### src/lrupr_pkg.sv
// Package for the LRU page replacement block: widths, codes and helpers.
package lrupr_pkg;

	// fixed field widths
	localparam int PAGE_W  = 16;
	localparam int FIDX_W  = 5;
	localparam int FAULT_W = 16;
	localparam int FIU_W   = 6;

	localparam logic [FAULT_W-1:0] FAULT_MAX = '1;
	localparam logic [FIU_W-1:0]   FIU_RESET = 6'd32;

	// defaults for the top level parameters
	localparam int DEF_FRAMES    = 32;
	localparam int DEF_PAGE_BITS = 16;

	// configuration port
	localparam int APB_AW = 3;
	localparam int APB_DW = 32;
	localparam logic REG_FIU = 1'b0;

	// sequencer states
	typedef enum logic [1:0] {
		ST_IDLE,
		ST_SCAN,
		ST_COMMIT
	} st_t;

	// width of an index or rank over f frames
	function automatic int idx_width(input int f);
		return (f > 1) ? $clog2(f) : 1;
	endfunction

	// width of the scan record handed along the cell chain
	function automatic int rec_width(input int f, input int pb);
		return 2 + 3 * idx_width(f) + 2 * idx_width(f) + pb;
	endfunction

	// width of the update word broadcast to all cells
	function automatic int upd_width(input int f, input int pb);
		return 2 + idx_width(f) + idx_width(f) + 1 + pb;
	endfunction

endpackage

### src/lrupr_if.sv
// Channel interfaces: page references in, replacement results out.

interface lrupr_req_if
	import lrupr_pkg::*;
();
	logic              valid;
	logic              ready;
	logic [PAGE_W-1:0] page;
	logic              start_new;

	modport source (output valid, page, start_new, input ready);
	modport sink   (input valid, page, start_new, output ready);
endinterface

interface lrupr_rsp_if
	import lrupr_pkg::*;
();
	logic               valid;
	logic               ready;
	logic               hit;
	logic [FIDX_W-1:0]  frame_index;
	logic               evicted_valid;
	logic [PAGE_W-1:0]  evicted_page;
	logic [FAULT_W-1:0] fault_count;

	modport source (output valid, hit, frame_index, evicted_valid, evicted_page, fault_count,
		input ready);
	modport sink   (input valid, hit, frame_index, evicted_valid, evicted_page, fault_count,
		output ready);
endinterface

### src/lrupr_apb.sv
// APB-style register port holding the frames-in-use setting.
module lrupr_apb
	import lrupr_pkg::*;
(
	input  logic              clk,
	input  logic              arst_n,
	input  logic              psel,
	input  logic              penable,
	input  logic              pwrite,
	input  logic [APB_AW-1:0] paddr,
	input  logic [APB_DW-1:0] pwdata,
	output logic [APB_DW-1:0] prdata,
	output logic              pready,
	output logic [FIU_W-1:0]  fiu
);
	logic [FIU_W-1:0] fiu_q;
	logic             wr_en;

	assign pready = 1'b1;
	assign wr_en  = psel && penable && pwrite;
	assign fiu    = fiu_q;

	// register write on the access phase
	always_ff @(posedge clk or negedge arst_n) begin
		if (!arst_n) begin
			fiu_q <= FIU_RESET;
		end else if (wr_en) begin
			unique case (paddr[2])
				REG_FIU: fiu_q <= pwdata[FIU_W-1:0];
				default: ;
			endcase
		end
	end

	// read back
	always_comb begin
		unique case (paddr[2])
			REG_FIU: prdata = APB_DW'(fiu_q);
			default: prdata = '0;
		endcase
	end

endmodule

### src/lrupr_cell.sv
// One frame cell: holds page, valid and rank; scans and updates in place.
module lrupr_cell
	import lrupr_pkg::*;
#(
	parameter int FRAMES    = DEF_FRAMES,
	parameter int PAGE_BITS = DEF_PAGE_BITS,
	parameter int K         = 0
) (
	input  logic                                 clk,
	input  logic                                 arst_n,
	input  logic                                 clr,
	input  logic [PAGE_BITS-1:0]                 page_b,
	input  logic [$clog2(FRAMES+1)-1:0]          act_cnt,
	input  logic                                 tok_i,
	input  logic [rec_width(FRAMES, PAGE_BITS)-1:0] rec_i,
	output logic                                 tok_o,
	output logic [rec_width(FRAMES, PAGE_BITS)-1:0] rec_o,
	input  logic [upd_width(FRAMES, PAGE_BITS)-1:0] upd_i
);
	localparam int IDX_W  = idx_width(FRAMES);
	localparam int RANK_W = idx_width(FRAMES);
	localparam int CNT_W  = $clog2(FRAMES + 1);
	localparam logic [RANK_W-1:0] RANK_MAX = RANK_W'(FRAMES - 1);
	localparam logic [IDX_W-1:0]  MY_IDX   = IDX_W'(K);

	typedef struct packed {
		logic                 found;
		logic [IDX_W-1:0]     hit_idx;
		logic [RANK_W-1:0]    hit_rank;
		logic                 empty;
		logic [IDX_W-1:0]     empty_idx;
		logic [RANK_W-1:0]    best_rank;
		logic [IDX_W-1:0]     best_idx;
		logic [PAGE_BITS-1:0] best_page;
	} rec_t;

	typedef struct packed {
		logic                 commit;
		logic                 write;
		logic [IDX_W-1:0]     slot;
		logic [RANK_W:0]      limit;
		logic [PAGE_BITS-1:0] page;
	} upd_t;

	logic [PAGE_BITS-1:0] pg_q;
	logic                 val_q;
	logic [RANK_W-1:0]    rank_q;
	logic                 tok_q;
	rec_t                 rec_q;
	rec_t                 r_in;
	rec_t                 r_out;
	upd_t                 upd;
	logic                 act;
	logic                 mine;
	logic                 bump;

	assign r_in  = rec_t'(rec_i);
	assign upd   = upd_t'(upd_i);
	assign act   = CNT_W'(K) < act_cnt;
	assign tok_o = tok_q;
	assign rec_o = rec_q;

	// fold this frame into the passing record
	always_comb begin
		r_out = r_in;
		if (act && val_q && (pg_q == page_b) && !r_in.found) begin
			r_out.found    = 1'b1;
			r_out.hit_idx  = MY_IDX;
			r_out.hit_rank = rank_q;
		end
		if (act && !val_q && !r_in.empty) begin
			r_out.empty     = 1'b1;
			r_out.empty_idx = MY_IDX;
		end
		if (act && ((K == 0) || (rank_q > r_in.best_rank))) begin
			r_out.best_rank = rank_q;
			r_out.best_idx  = MY_IDX;
			r_out.best_page = pg_q;
		end
	end

	// token and record move one cell per cycle; record holds after the token
	always_ff @(posedge clk or negedge arst_n) begin
		if (!arst_n) begin
			tok_q <= 1'b0;
		end else begin
			tok_q <= tok_i;
		end
	end

	always_ff @(posedge clk) begin
		if (tok_i) begin
			rec_q <= r_out;
		end
	end

	// update decision for this frame
	assign mine = upd.slot == MY_IDX;
	assign bump = act && val_q && !mine && ({1'b0, rank_q} < upd.limit) &&
		(rank_q < RANK_MAX);

	always_ff @(posedge clk or negedge arst_n) begin
		if (!arst_n) begin
			val_q  <= 1'b0;
			rank_q <= '0;
		end else if (clr) begin
			val_q  <= 1'b0;
			rank_q <= '0;
		end else if (upd.commit) begin
			if (mine) begin
				rank_q <= '0;
				if (upd.write) begin
					val_q <= 1'b1;
				end
			end else if (bump) begin
				rank_q <= rank_q + 1'b1;
			end
		end
	end

	always_ff @(posedge clk) begin
		if (upd.commit && mine && upd.write) begin
			pg_q <= upd.page;
		end
	end

endmodule

### src/lru_page_replacement_top.sv
// LRU page replacement, fully associative over a chain of frame cells.
// A reference is taken in the idle state; the scan token then walks the cell chain, and the result
// is committed to the output register before the sequencer returns to idle for the next reference.
// The output register lets the next reference in while a result waits to be taken.
// Reset: all frames invalid, ranks and fault count zero, frames_in_use at 32.
module lru_page_replacement_top
	import lrupr_pkg::*;
#(
	parameter int FRAMES    = DEF_FRAMES,
	parameter int PAGE_BITS = DEF_PAGE_BITS
) (
	input  logic              clk,
	input  logic              arst_n,
	lrupr_req_if.sink         refs,
	lrupr_rsp_if.source       res,
	input  logic              psel,
	input  logic              penable,
	input  logic              pwrite,
	input  logic [APB_AW-1:0] paddr,
	input  logic [APB_DW-1:0] pwdata,
	output logic [APB_DW-1:0] prdata,
	output logic              pready
);
	localparam int IDX_W  = idx_width(FRAMES);
	localparam int RANK_W = idx_width(FRAMES);
	localparam int CNT_W  = $clog2(FRAMES + 1);
	localparam int REC_W  = rec_width(FRAMES, PAGE_BITS);
	localparam int UPD_W  = upd_width(FRAMES, PAGE_BITS);

	typedef struct packed {
		logic                 found;
		logic [IDX_W-1:0]     hit_idx;
		logic [RANK_W-1:0]    hit_rank;
		logic                 empty;
		logic [IDX_W-1:0]     empty_idx;
		logic [RANK_W-1:0]    best_rank;
		logic [IDX_W-1:0]     best_idx;
		logic [PAGE_BITS-1:0] best_page;
	} rec_t;

	typedef struct packed {
		logic                 commit;
		logic                 write;
		logic [IDX_W-1:0]     slot;
		logic [RANK_W:0]      limit;
		logic [PAGE_BITS-1:0] page;
	} upd_t;

	st_t                  state_q;
	st_t                  state_nx;
	logic                 in_acc;
	logic                 out_free;
	logic                 commit;
	logic                 inject_q;
	logic                 clr;
	logic [PAGE_BITS-1:0] page_q;
	logic [FIU_W-1:0]     fiu;
	logic [CNT_W-1:0]     act_cnt_q;
	logic [FAULT_W-1:0]   fault_q;
	logic [FAULT_W-1:0]   fault_nx;
	logic [FRAMES:0]      tok_c;
	logic [REC_W-1:0]     rec_c [FRAMES+1];
	rec_t                 rl;
	upd_t                 upd;
	logic                 ev_valid;

	logic                 out_valid_q;
	logic                 out_hit_q;
	logic [FIDX_W-1:0]    out_idx_q;
	logic                 out_ev_q;
	logic [PAGE_W-1:0]    out_evpg_q;
	logic [FAULT_W-1:0]   out_fault_q;

	// configuration register
	lrupr_apb u_apb (
		.clk     (clk),
		.arst_n  (arst_n),
		.psel    (psel),
		.penable (penable),
		.pwrite  (pwrite),
		.paddr   (paddr),
		.pwdata  (pwdata),
		.prdata  (prdata),
		.pready  (pready),
		.fiu     (fiu)
	);

	// active frame count, clamped to 1..FRAMES
	always_ff @(posedge clk or negedge arst_n) begin
		if (!arst_n) begin
			act_cnt_q <= CNT_W'(FRAMES);
		end else if (fiu == '0) begin
			act_cnt_q <= CNT_W'(1);
		end else if (32'(fiu) > 32'(FRAMES)) begin
			act_cnt_q <= CNT_W'(FRAMES);
		end else begin
			act_cnt_q <= CNT_W'(fiu);
		end
	end

	// sequencer: next state
	always_comb begin
		state_nx = state_q;
		unique case (state_q)
			ST_IDLE:   if (refs.valid) state_nx = ST_SCAN;
			ST_SCAN:   if (tok_c[FRAMES]) state_nx = ST_COMMIT;
			ST_COMMIT: if (out_free) state_nx = ST_IDLE;
			default:   state_nx = ST_IDLE;
		endcase
	end

	// sequencer: outputs
	always_comb begin
		refs.ready = 1'b0;
		commit     = 1'b0;
		unique case (state_q)
			ST_IDLE:   refs.ready = 1'b1;
			ST_SCAN:   ;
			ST_COMMIT: commit = out_free;
			default:   ;
		endcase
	end

	assign in_acc   = refs.valid && refs.ready;
	assign out_free = !out_valid_q || res.ready;
	assign clr      = in_acc && refs.start_new;

	always_ff @(posedge clk or negedge arst_n) begin
		if (!arst_n) begin
			state_q  <= ST_IDLE;
			inject_q <= 1'b0;
		end else begin
			state_q  <= state_nx;
			inject_q <= in_acc;
		end
	end

	always_ff @(posedge clk) begin
		if (in_acc) begin
			page_q <= PAGE_BITS'(refs.page);
		end
	end

	// cell chain
	assign tok_c[0] = inject_q;
	assign rec_c[0] = '0;

	for (genvar k = 0; k < FRAMES; k++) begin : g_cell
		lrupr_cell #(
			.FRAMES    (FRAMES),
			.PAGE_BITS (PAGE_BITS),
			.K         (k)
		) u_cell (
			.clk     (clk),
			.arst_n  (arst_n),
			.clr     (clr),
			.page_b  (page_q),
			.act_cnt (act_cnt_q),
			.tok_i   (tok_c[k]),
			.rec_i   (rec_c[k]),
			.tok_o   (tok_c[k+1]),
			.rec_o   (rec_c[k+1]),
			.upd_i   (UPD_W'(upd))
		);
	end

	// decision from the record at the end of the chain
	assign rl = rec_t'(rec_c[FRAMES]);

	always_comb begin
		upd.commit = commit;
		upd.page   = page_q;
		ev_valid   = 1'b0;
		if (rl.found) begin
			upd.write = 1'b0;
			upd.slot  = rl.hit_idx;
			upd.limit = {1'b0, rl.hit_rank};
		end else if (rl.empty) begin
			upd.write = 1'b1;
			upd.slot  = rl.empty_idx;
			upd.limit = (RANK_W + 1)'(FRAMES);
		end else begin
			upd.write = 1'b1;
			upd.slot  = rl.best_idx;
			upd.limit = {1'b0, rl.best_rank};
			ev_valid  = 1'b1;
		end
	end

	// fault counter, saturating
	always_comb begin
		fault_nx = fault_q;
		if (!rl.found && (fault_q != FAULT_MAX)) begin
			fault_nx = fault_q + 1'b1;
		end
	end

	always_ff @(posedge clk or negedge arst_n) begin
		if (!arst_n) begin
			fault_q <= '0;
		end else if (clr) begin
			fault_q <= '0;
		end else if (commit) begin
			fault_q <= fault_nx;
		end
	end

	// output register
	always_ff @(posedge clk or negedge arst_n) begin
		if (!arst_n) begin
			out_valid_q <= 1'b0;
		end else if (commit) begin
			out_valid_q <= 1'b1;
		end else if (res.ready) begin
			out_valid_q <= 1'b0;
		end
	end

	always_ff @(posedge clk) begin
		if (commit) begin
			out_hit_q   <= rl.found;
			out_idx_q   <= FIDX_W'(upd.slot);
			out_ev_q    <= ev_valid;
			out_evpg_q  <= ev_valid ? PAGE_W'(rl.best_page) : '0;
			out_fault_q <= fault_nx;
		end
	end

	assign res.valid         = out_valid_q;
	assign res.hit           = out_hit_q;
	assign res.frame_index   = out_idx_q;
	assign res.evicted_valid = out_ev_q;
	assign res.evicted_page  = out_evpg_q;
	assign res.fault_count   = out_fault_q;

`ifndef SYNTHESIS
	// at most one scan token in the chain at any time
	a_one_token: assert property (@(posedge clk) disable iff (!arst_n)
		$onehot0(tok_c))
		else $error("more than one scan token in the cell chain");

	// the token leaves the chain only while the sequencer waits for it
	a_tok_in_scan: assert property (@(posedge clk) disable iff (!arst_n)
		tok_c[FRAMES] |-> state_q == ST_SCAN)
		else $error("scan token left the chain outside the scan state");

	// a fault below saturation moves the counter up by one
	a_fault_step: assert property (@(posedge clk) disable iff (!arst_n)
		commit && !rl.found && (fault_q != FAULT_MAX) |=>
		fault_q == $past(fault_q) + 1'b1)
		else $error("fault counter did not advance on a fault");

	// a hit never reports an eviction
	a_hit_no_evict: assert property (@(posedge clk) disable iff (!arst_n)
		out_valid_q && out_hit_q |-> !out_ev_q && (out_evpg_q == '0))
		else $error("eviction reported on a hit");
`endif

endmodule
### src/flat_wrapper.sv
// flat-port wrapper written by rule: the top's interface ports become plain ports
module lru_page_replacement_top_flat import lrupr_pkg::*;
#(
	parameter int FRAMES    = DEF_FRAMES,
	parameter int PAGE_BITS = DEF_PAGE_BITS
)
  (clk, arst_n, psel, penable, pwrite, paddr, pwdata, prdata, pready, refs_valid, refs_page, refs_start_new, refs_ready, res_valid, res_hit, res_frame_index, res_evicted_valid, res_evicted_page, res_fault_count, res_ready);
  lrupr_req_if refs_i ();
  lrupr_rsp_if res_i ();
  input  logic clk;
  input  logic arst_n;
  input  logic psel;
  input  logic penable;
  input  logic pwrite;
  input  logic [APB_AW-1:0] paddr;
  input  logic [APB_DW-1:0] pwdata;
  output logic [APB_DW-1:0] prdata;
  output logic pready;
  input wire logic [$bits(refs_i.valid)-1:0] refs_valid;
  input wire logic [$bits(refs_i.page)-1:0] refs_page;
  input wire logic [$bits(refs_i.start_new)-1:0] refs_start_new;
  output wire logic [$bits(refs_i.ready)-1:0] refs_ready;
  output wire logic [$bits(res_i.valid)-1:0] res_valid;
  output wire logic [$bits(res_i.hit)-1:0] res_hit;
  output wire logic [$bits(res_i.frame_index)-1:0] res_frame_index;
  output wire logic [$bits(res_i.evicted_valid)-1:0] res_evicted_valid;
  output wire logic [$bits(res_i.evicted_page)-1:0] res_evicted_page;
  output wire logic [$bits(res_i.fault_count)-1:0] res_fault_count;
  input wire logic [$bits(res_i.ready)-1:0] res_ready;
  assign refs_i.valid = refs_valid;
  assign refs_i.page = refs_page;
  assign refs_i.start_new = refs_start_new;
  assign refs_ready = refs_i.ready;
  assign res_valid = res_i.valid;
  assign res_hit = res_i.hit;
  assign res_frame_index = res_i.frame_index;
  assign res_evicted_valid = res_i.evicted_valid;
  assign res_evicted_page = res_i.evicted_page;
  assign res_fault_count = res_i.fault_count;
  assign res_i.ready = res_ready;
  lru_page_replacement_top #(.FRAMES(FRAMES), .PAGE_BITS(PAGE_BITS)) u_core (.clk(clk), .arst_n(arst_n), .refs(refs_i), .res(res_i), .psel(psel), .penable(penable), .pwrite(pwrite), .paddr(paddr), .pwdata(pwdata), .prdata(prdata), .pready(pready));
endmodule
### config.mk
export PLATFORM = sky130hd
export DESIGN_NAME = lru_page_replacement_top_flat
export DESIGN_NICKNAME = d
export VERILOG_FILES = /design/src/lrupr_pkg.sv /design/src/lrupr_if.sv /design/src/lrupr_apb.sv /design/src/lrupr_cell.sv /design/src/lru_page_replacement_top.sv /design/src/flat_wrapper.sv
export SDC_FILE = /design/constraint.sdc
export NUM_CORES = 2
export LEC_CHECK = 0
export BUFFER_PORTS_ARGS = -buffer_cell sky130_fd_sc_hd__buf_4
export CORE_MARGIN = 1
export CORE_UTILIZATION = 48
export DETAILED_ROUTE_END_ITERATION = 6
export PLACE_DENSITY = 0.67
export SETUP_SLACK_MARGIN = 0.02
export SYNTH_ARGS = -nofsm -noshare
export SYNTH_HDL_FRONTEND = slang
export SYNTH_SLANG_ARGS = --single-unit
### constraint.sdc
create_clock -name clk -period 7.5 [get_ports clk]
set_clock_uncertainty 0.1 [all_clocks]
set_input_delay 0.75 -clock clk [delete_from_list [all_inputs] [get_ports clk]]
set_output_delay 0.75 -clock clk [all_outputs]
set_load 0.02 [all_outputs]
# Yosys cells after proc, flatten, opt, wreduce, memory -nomap -nowiden
# Cells that the tools add are included.
# word_totals
register_bits	2199
latchBits	0
mem_bits_rw	0
mem_bits_ro	0
input_bits	59
elab_cells	1553
memories	0
# op_classes
add_sub_neg	33
n_mul	0
div	0
magnitude_cmp	128
n_eq_ne	69
shifts	0
mux	307
n_bitwise	1
reduce_logical	619
# ops
op	count
26-bit two-way mux	31
5-bit two-way mux	159
16-bit == test	32
1-bit logical AND	354
5-bit by 6-bit < comparator with 1-bit output	32
5-bit by 1-bit adder with 5-bit output, second input constant	32
5-bit < comparator, second input constant	32
5-bit > comparator	31
1-bit logical NOT	128
1-bit two-way mux	103
3-bit AND reduction	33
5-bit by 6-bit < comparator with 1-bit output, first input constant	16
3-bit nonzero test	32
5-bit == test, second input constant	16
2-bit nonzero test	35
2-bit AND reduction	33
4-bit by 6-bit < comparator with 1-bit output, first input constant	8
16-bit two-way mux	3
5-bit by 4-bit == test with 1-bit output, second input constant	8
3-bit by 6-bit < comparator with 1-bit output, first input constant	4
6-bit two-way mux	4
11-bit two-way mux	2
5-bit by 3-bit == test with 1-bit output, second input constant	4
16-bit by 1-bit adder with 16-bit output, second input constant	1
other kinds (18)	24

# Depth between registers and ports, before layout
# logic_depth
depth_word	11
ltp_mapped	16
ltp_nobuf	10

# Cells and area by module
# From an unflattened synthesis, not the netlist that was laid out.
# hier_totals
cells_unflattened	7264
hier_area_um2	103882.1
# modules_own_cells
module	n_inst	cells_each	area_each_um2
lrupr_cell at u_core.g_cell[27].u_cell ...	2	220	3146.8
lrupr_cell at u_core.g_cell[12].u_cell ...	2	219	3130.5
lru_page_replacement_top	1	288	3582.2
lrupr_cell at u_core.g_cell[2].u_cell	1	224	3210.6
lrupr_cell at u_core.g_cell[16].u_cell	1	217	3208.1
lrupr_cell at u_core.g_cell[6].u_cell	1	223	3208.1
lrupr_cell at u_core.g_cell[1].u_cell	1	220	3204.3
lrupr_cell at u_core.g_cell[9].u_cell	1	223	3203.1
lrupr_cell at u_core.g_cell[14].u_cell	1	221	3198.1
lrupr_cell at u_core.g_cell[13].u_cell	1	223	3184.3
lrupr_cell at u_core.g_cell[5].u_cell	1	219	3151.8
lrupr_cell at u_core.g_cell[8].u_cell	1	215	3146.8
lrupr_cell at u_core.g_cell[4].u_cell	1	220	3144.3
lrupr_cell at u_core.g_cell[25].u_cell	1	220	3143.0
18 more rows	-	-	-

# Worst setup path after synthesis
# Ideal clock, no wire load.
# synth_path
kind	reg-to-reg
start	reg u_core.g_cell[31].u_cell.rec_q, in the netlist u_core.g_cell[31].u_cell.rec_o[42]
end	reg u_core.g_cell[31].u_cell.rank_q[3]
arrival_ns	5.244
required_time_ns	7.313
path_slack_ns	2.070
path_stages_with_launch	17
n_path_buf	6
cell_sequence	edfxtp_1 buf_2 buf_2 buf_1 buf_1 nor2_1 clkbuf_1 a22oi_1 ha_1 a21o_1 a31oi_1 maj3_1 a21oi_2 or3_1 buf_2 or4_1 o211ai_1
# synth_via
elab_chain_len	8
# synth_lines
item	line	source
start, declared	lrupr_cell.sv:49	rec_t rec_q;
start signal, assigned	lrupr_cell.sv:93	rec_q <= r_out;
12-bit two-way mux *	lru_page_replacement_top.sv:174	if (rl.found) begin
branches (longest 7 deep; another with 5-bit by 6-bit < comparator with 1-bit output)	-	
end signal, assigned	lrupr_cell.sv:116	rank_q <= rank_q + 1'b1;
end, declared	lrupr_cell.sv:47	logic [RANK_W-1:0] rank_q;
# Mark *: on every way between the ends. The select of a mux whose other input is x is not followed.
# A chain may end at the register's enable or synchronous reset.

# Final worst setup path
# layout_path
start	reg u_core.g_cell[31].u_cell.rec_q, in the netlist u_core.g_cell[31].u_cell.rec_o[31]
end	reg u_core.g_cell[28].u_cell.rank_q[3]
# layout_via
elab_chain_len	9
# layout_lines
item	line	source
11-bit two-way mux *	lru_page_replacement_top.sv:178	end else if (rl.empty) begin
12-bit two-way mux *	lru_page_replacement_top.sv:174	
branches (longest 7 deep; another with 5-bit by 6-bit < comparator with 1-bit output)	-	
end signal, assigned	lrupr_cell.sv:116	
end, declared	lrupr_cell.sv:47	
# Marked as above.

==> run summary <==
minimum clock period -> 4430 ps
# H-tree levels -> 4
Skew-Pair Late Insertion Delay -> 870 ps
first-pass GRT wire length -> 342000 um
CTS tree -> done
leading area contributor after synthesis -> edfxtp_1
Setup crit start kind -> flip-flop
wire per inst -> 23.9 um
Yosys Warn Count -> 0
Setup-failing EPs final -> 0
vias in the first global route -> 54.9k
DRT Pass-1 Iters -> 7
DRC violations left -> 1
Power Density -> 236 nW/um2
fin. max-slew vios -> 0
failing checks -> DRC
Chip Height -> 447 um
Fin. Hold Viols -> 0
initial antenna violation count -> 5
Post-synth EDFFs -> 1850
synth unique cells -> 93
Clk pwr share -> 0.430
Final TNS setup -> 0 ps
total track usage -> 0.227
period utilisation layout -> 0.590
switching share of power -> 0.219
Site Rows -> 162
fraction of layout cells with a size suffix above 1 -> 0.244
leakage power -> 0.0372 uW
Syn Std Cell Area -> 94900 um2
Setup CP Type -> reg -> reg
sw power -> 5510 uW
Worst VDD drop -> 233 uV
Synth Register Bits -> 2106
CP arrival -> 5090 ps
Initial Util -> 0.485
die width -> 447 um
drt first-iter violations -> 5162
Slew headroom -> 0.122
syn avg cell area -> 14.7 um2
clock sinks -> 2106
most common cell after layout, fill and taps aside -> edfxtp_1
CTS root buf -> clkbuf_16
CTS clock-pin slew for the worst setup and hold paths -> 60 ps
fmax -> 226 MHz
sequential-to-total area share from yosys stat -> 0.653
pin count of the biggest net entering global routing -> 106
CP max FO -> 33
buffers added on ports -> 77
worst min path class -> in -> reg
Yosys top cell area share -> 0.585
combinational fraction of design power -> 0.052
fraction of registers with async set/reset -> 0.122
P_int -> 19700 uW
prevailing post-synth register cell -> edfxtp_1
commonest cells after routing, fill and taps aside -> 1850 x edfxtp_1, 785 x mux2_2, 363 x xnor2_1
WP data required -> 8160 ps
run status -> complete, but fails checks
maxcap violations -> 0
total congestion overflow -> 0
Clock Path Buffers -> 3
Worst setup EP type -> flip-flop
I/O pins -> 133
total CTS buffers -> 210
Tightest Pin Transition -> 1310 ps
RSZ-0062 raised after global routing -> no
core box area -> 196000 um2
DR vias -> 54.1k
Routed Antenna Nets -> 0
worst slack at placement -> 3100 ps
post-layout net count -> 6991
setup ws final -> 3070 ps
Post-Route WL -> 227000 um
Via density -> 5.70
Area contributors post-synth -> edfxtp_1 59%, mux2_2 9.3%, dfrtp_1 6.7%, xnor2_1 3.4%, ha_1 3.3%
cell count after synthesis -> 6467
Seq pwr share -> 0.518
global placement routability congestion -> 0.857
Die ar. -> 199000 um2
DPL Wire Length -> 151000 um
Area Overhead vs Synth -> 12.7%
state kept, by name (all words and copies together), names as in the netlist:
signal	count
u_core.fault_q	16
u_core.act_cnt_q	6
u_core.g_cell.u_cell.val_q	32
u_core.g_cell.u_cell.tok_o	32
u_core.inject_q	1
u_core.g_cell.u_cell.rec_o	1283
u_core.res.frame_index	5
u_core.res.valid	1
u_core.state_q	2
u_core.u_apb.fiu	6
u_core.res.fault_count	16
u_core.res.evicted_page	16
u_core.res.hit	1
u_core.page_q	16
u_core.g_cell.u_cell.pg_q	512
u_core.g_cell.u_cell.rank_q	160
u_core.res.evicted_valid	1
layout make-up:
cell class / count / area [um2]
antenna: 2 / 5.00
clock buffer: 296 / 5830
clock inverter: 103 / 1300
fill: 15600 / 88700
inverter: 214 / 803
multi-input combinational: 3882 / 31500
sequential: 2106 / 62000
tap: 2624 / 3280
timing repair buffer: 265 / 2220
Yosys cell counts, drive strengths merged, types with 8 or more instances:
master / n
or2: 255
o21bai: 24
o22ai: 9
xor2: 193
a21oi: 131
mux2: 785
buf: 138
clkbuf: 152
o21a: 75
edfxtp: 1850
a31o: 11
nand4: 108
and2: 64
and3: 66
inv: 212
nor2: 147
a22o: 14
o211ai: 38
a21o: 34
xnor2: 363
a211o: 13
a311oi: 35
o2bb2ai: 14
nand2: 184
a211oi: 8
or3: 23
or4: 31
o21ai: 147
o311ai: 12
a32oi: 12
mux2i: 46
a32o: 11
nor4: 66
nand3: 156
nor3: 72
o31ai: 34
a31oi: 40
a22oi: 18
nand2b: 76
nor2b: 204
dfrtp: 254
ha: 253
final timing paths:
| check | start | endpoint | slack, ps | depth (start not counted) |
|---|---|---|---|---|
| min in group asynchronous | arst_n | u_core.g_cell[12].u_cell.tok_o$_DFF_PN0_ | 440 | 2 |
| max in group asynchronous | arst_n | u_core.g_cell[27].u_cell.rank_q[0]$_DFFE_PN0P_ | 5220 | 3 |
| min reg2reg | u_core.u_apb.fiu[5]$_DFFE_PN1P_ | u_core.act_cnt_q[5]$_DFF_PN1_ | 370 | 0 |
| min | refs_valid | u_core.state_q[0]$_DFFE_PN0P_ | 100 | 3 |
| max | u_core.g_cell[31].u_cell.rec_o[31]$_SDFFCE_PP1P_ | u_core.g_cell[28].u_cell.rank_q[3]$_DFFE_PN0P_ | 3070 | 12 |
| max reg2reg | u_core.g_cell[31].u_cell.rec_o[31]$_SDFFCE_PP1P_ | u_core.g_cell[28].u_cell.rank_q[3]$_DFFE_PN0P_ | 3070 | 12 |
critical path: stages (launching register included):
cell and delay (ps):
edfxtp_1 570, buf_4 560, nor2_1 100, buf_4 220, a22oi_2 150, buf_4 560, ha_1 360, a21oi_1 210
a31oi_1 130, o211a_1 260, o31ai_1 600, nand2_1 250, o2bb2ai_1 230
layer usage:
layer,up-vias,part of all wire,track usage
met1,27500,0.44,0.313
met4,0,0.038,0.0862
met2,1581,0.47,0.363
met5,-,0,0
li1,24600,-,-
met3,399,0.055,0.0356
through the flow:
step / total power [uW] / hold slack [ps] / utilization / instance area (um2) / instances
after detailed placement: 14600 / 364 / 0.509 / 99500 / 9068
after CTS: 25400 / 37.4 / 0.546 / 107000 / 9490
final: 25200 / 98.2 / 0.547 / 107000 / 9492
after global placement: 14600 / 365 / 0.509 / 99500 / 9068
after global routing: 26000 / 81.1 / 0.547 / 107000 / 9491
after floorplan: 14100 / 354 / - / 95000 / 6492
power by group through the flow:
stage / Sequential, uW / Clock (uW) / Combinational, uW
final: 13100 / 10800 / 1310
after global routing: 13100 / 11500 / 1430
after CTS: 13100 / 11000 / 1330
after detailed placement: 13300 / 0 / 1300
after global placement: 13300 / 0 / 1280
after floorplan: 13200 / 0 / 850
cells by family (layout without fill, tap and decap cells):
family | Yosys count | count (layout) | synth area share
compound gates | 730 | 730 | 0.0534
xor+xnor | 556 | 556 | 0.0513
fa+ha+maj | 258 | 258 | 0.0339
buf+inv | 504 | 878 | 0.0223
flops | 2106 | 2106 | 0.653
mux | 831 | 831 | 0.0980
other cells | 2 | 29 | 0.0000792
simple gates | 1480 | 1480 | 0.0880
timing repair:
item                                   in CTS  in global routing
endpoints found under the hold margin      98                  0
buffers inserted                            0                  0
hold buffers                               23                  0
gates resized for setup                     0                  0
(Power assumes the default switching activity.)
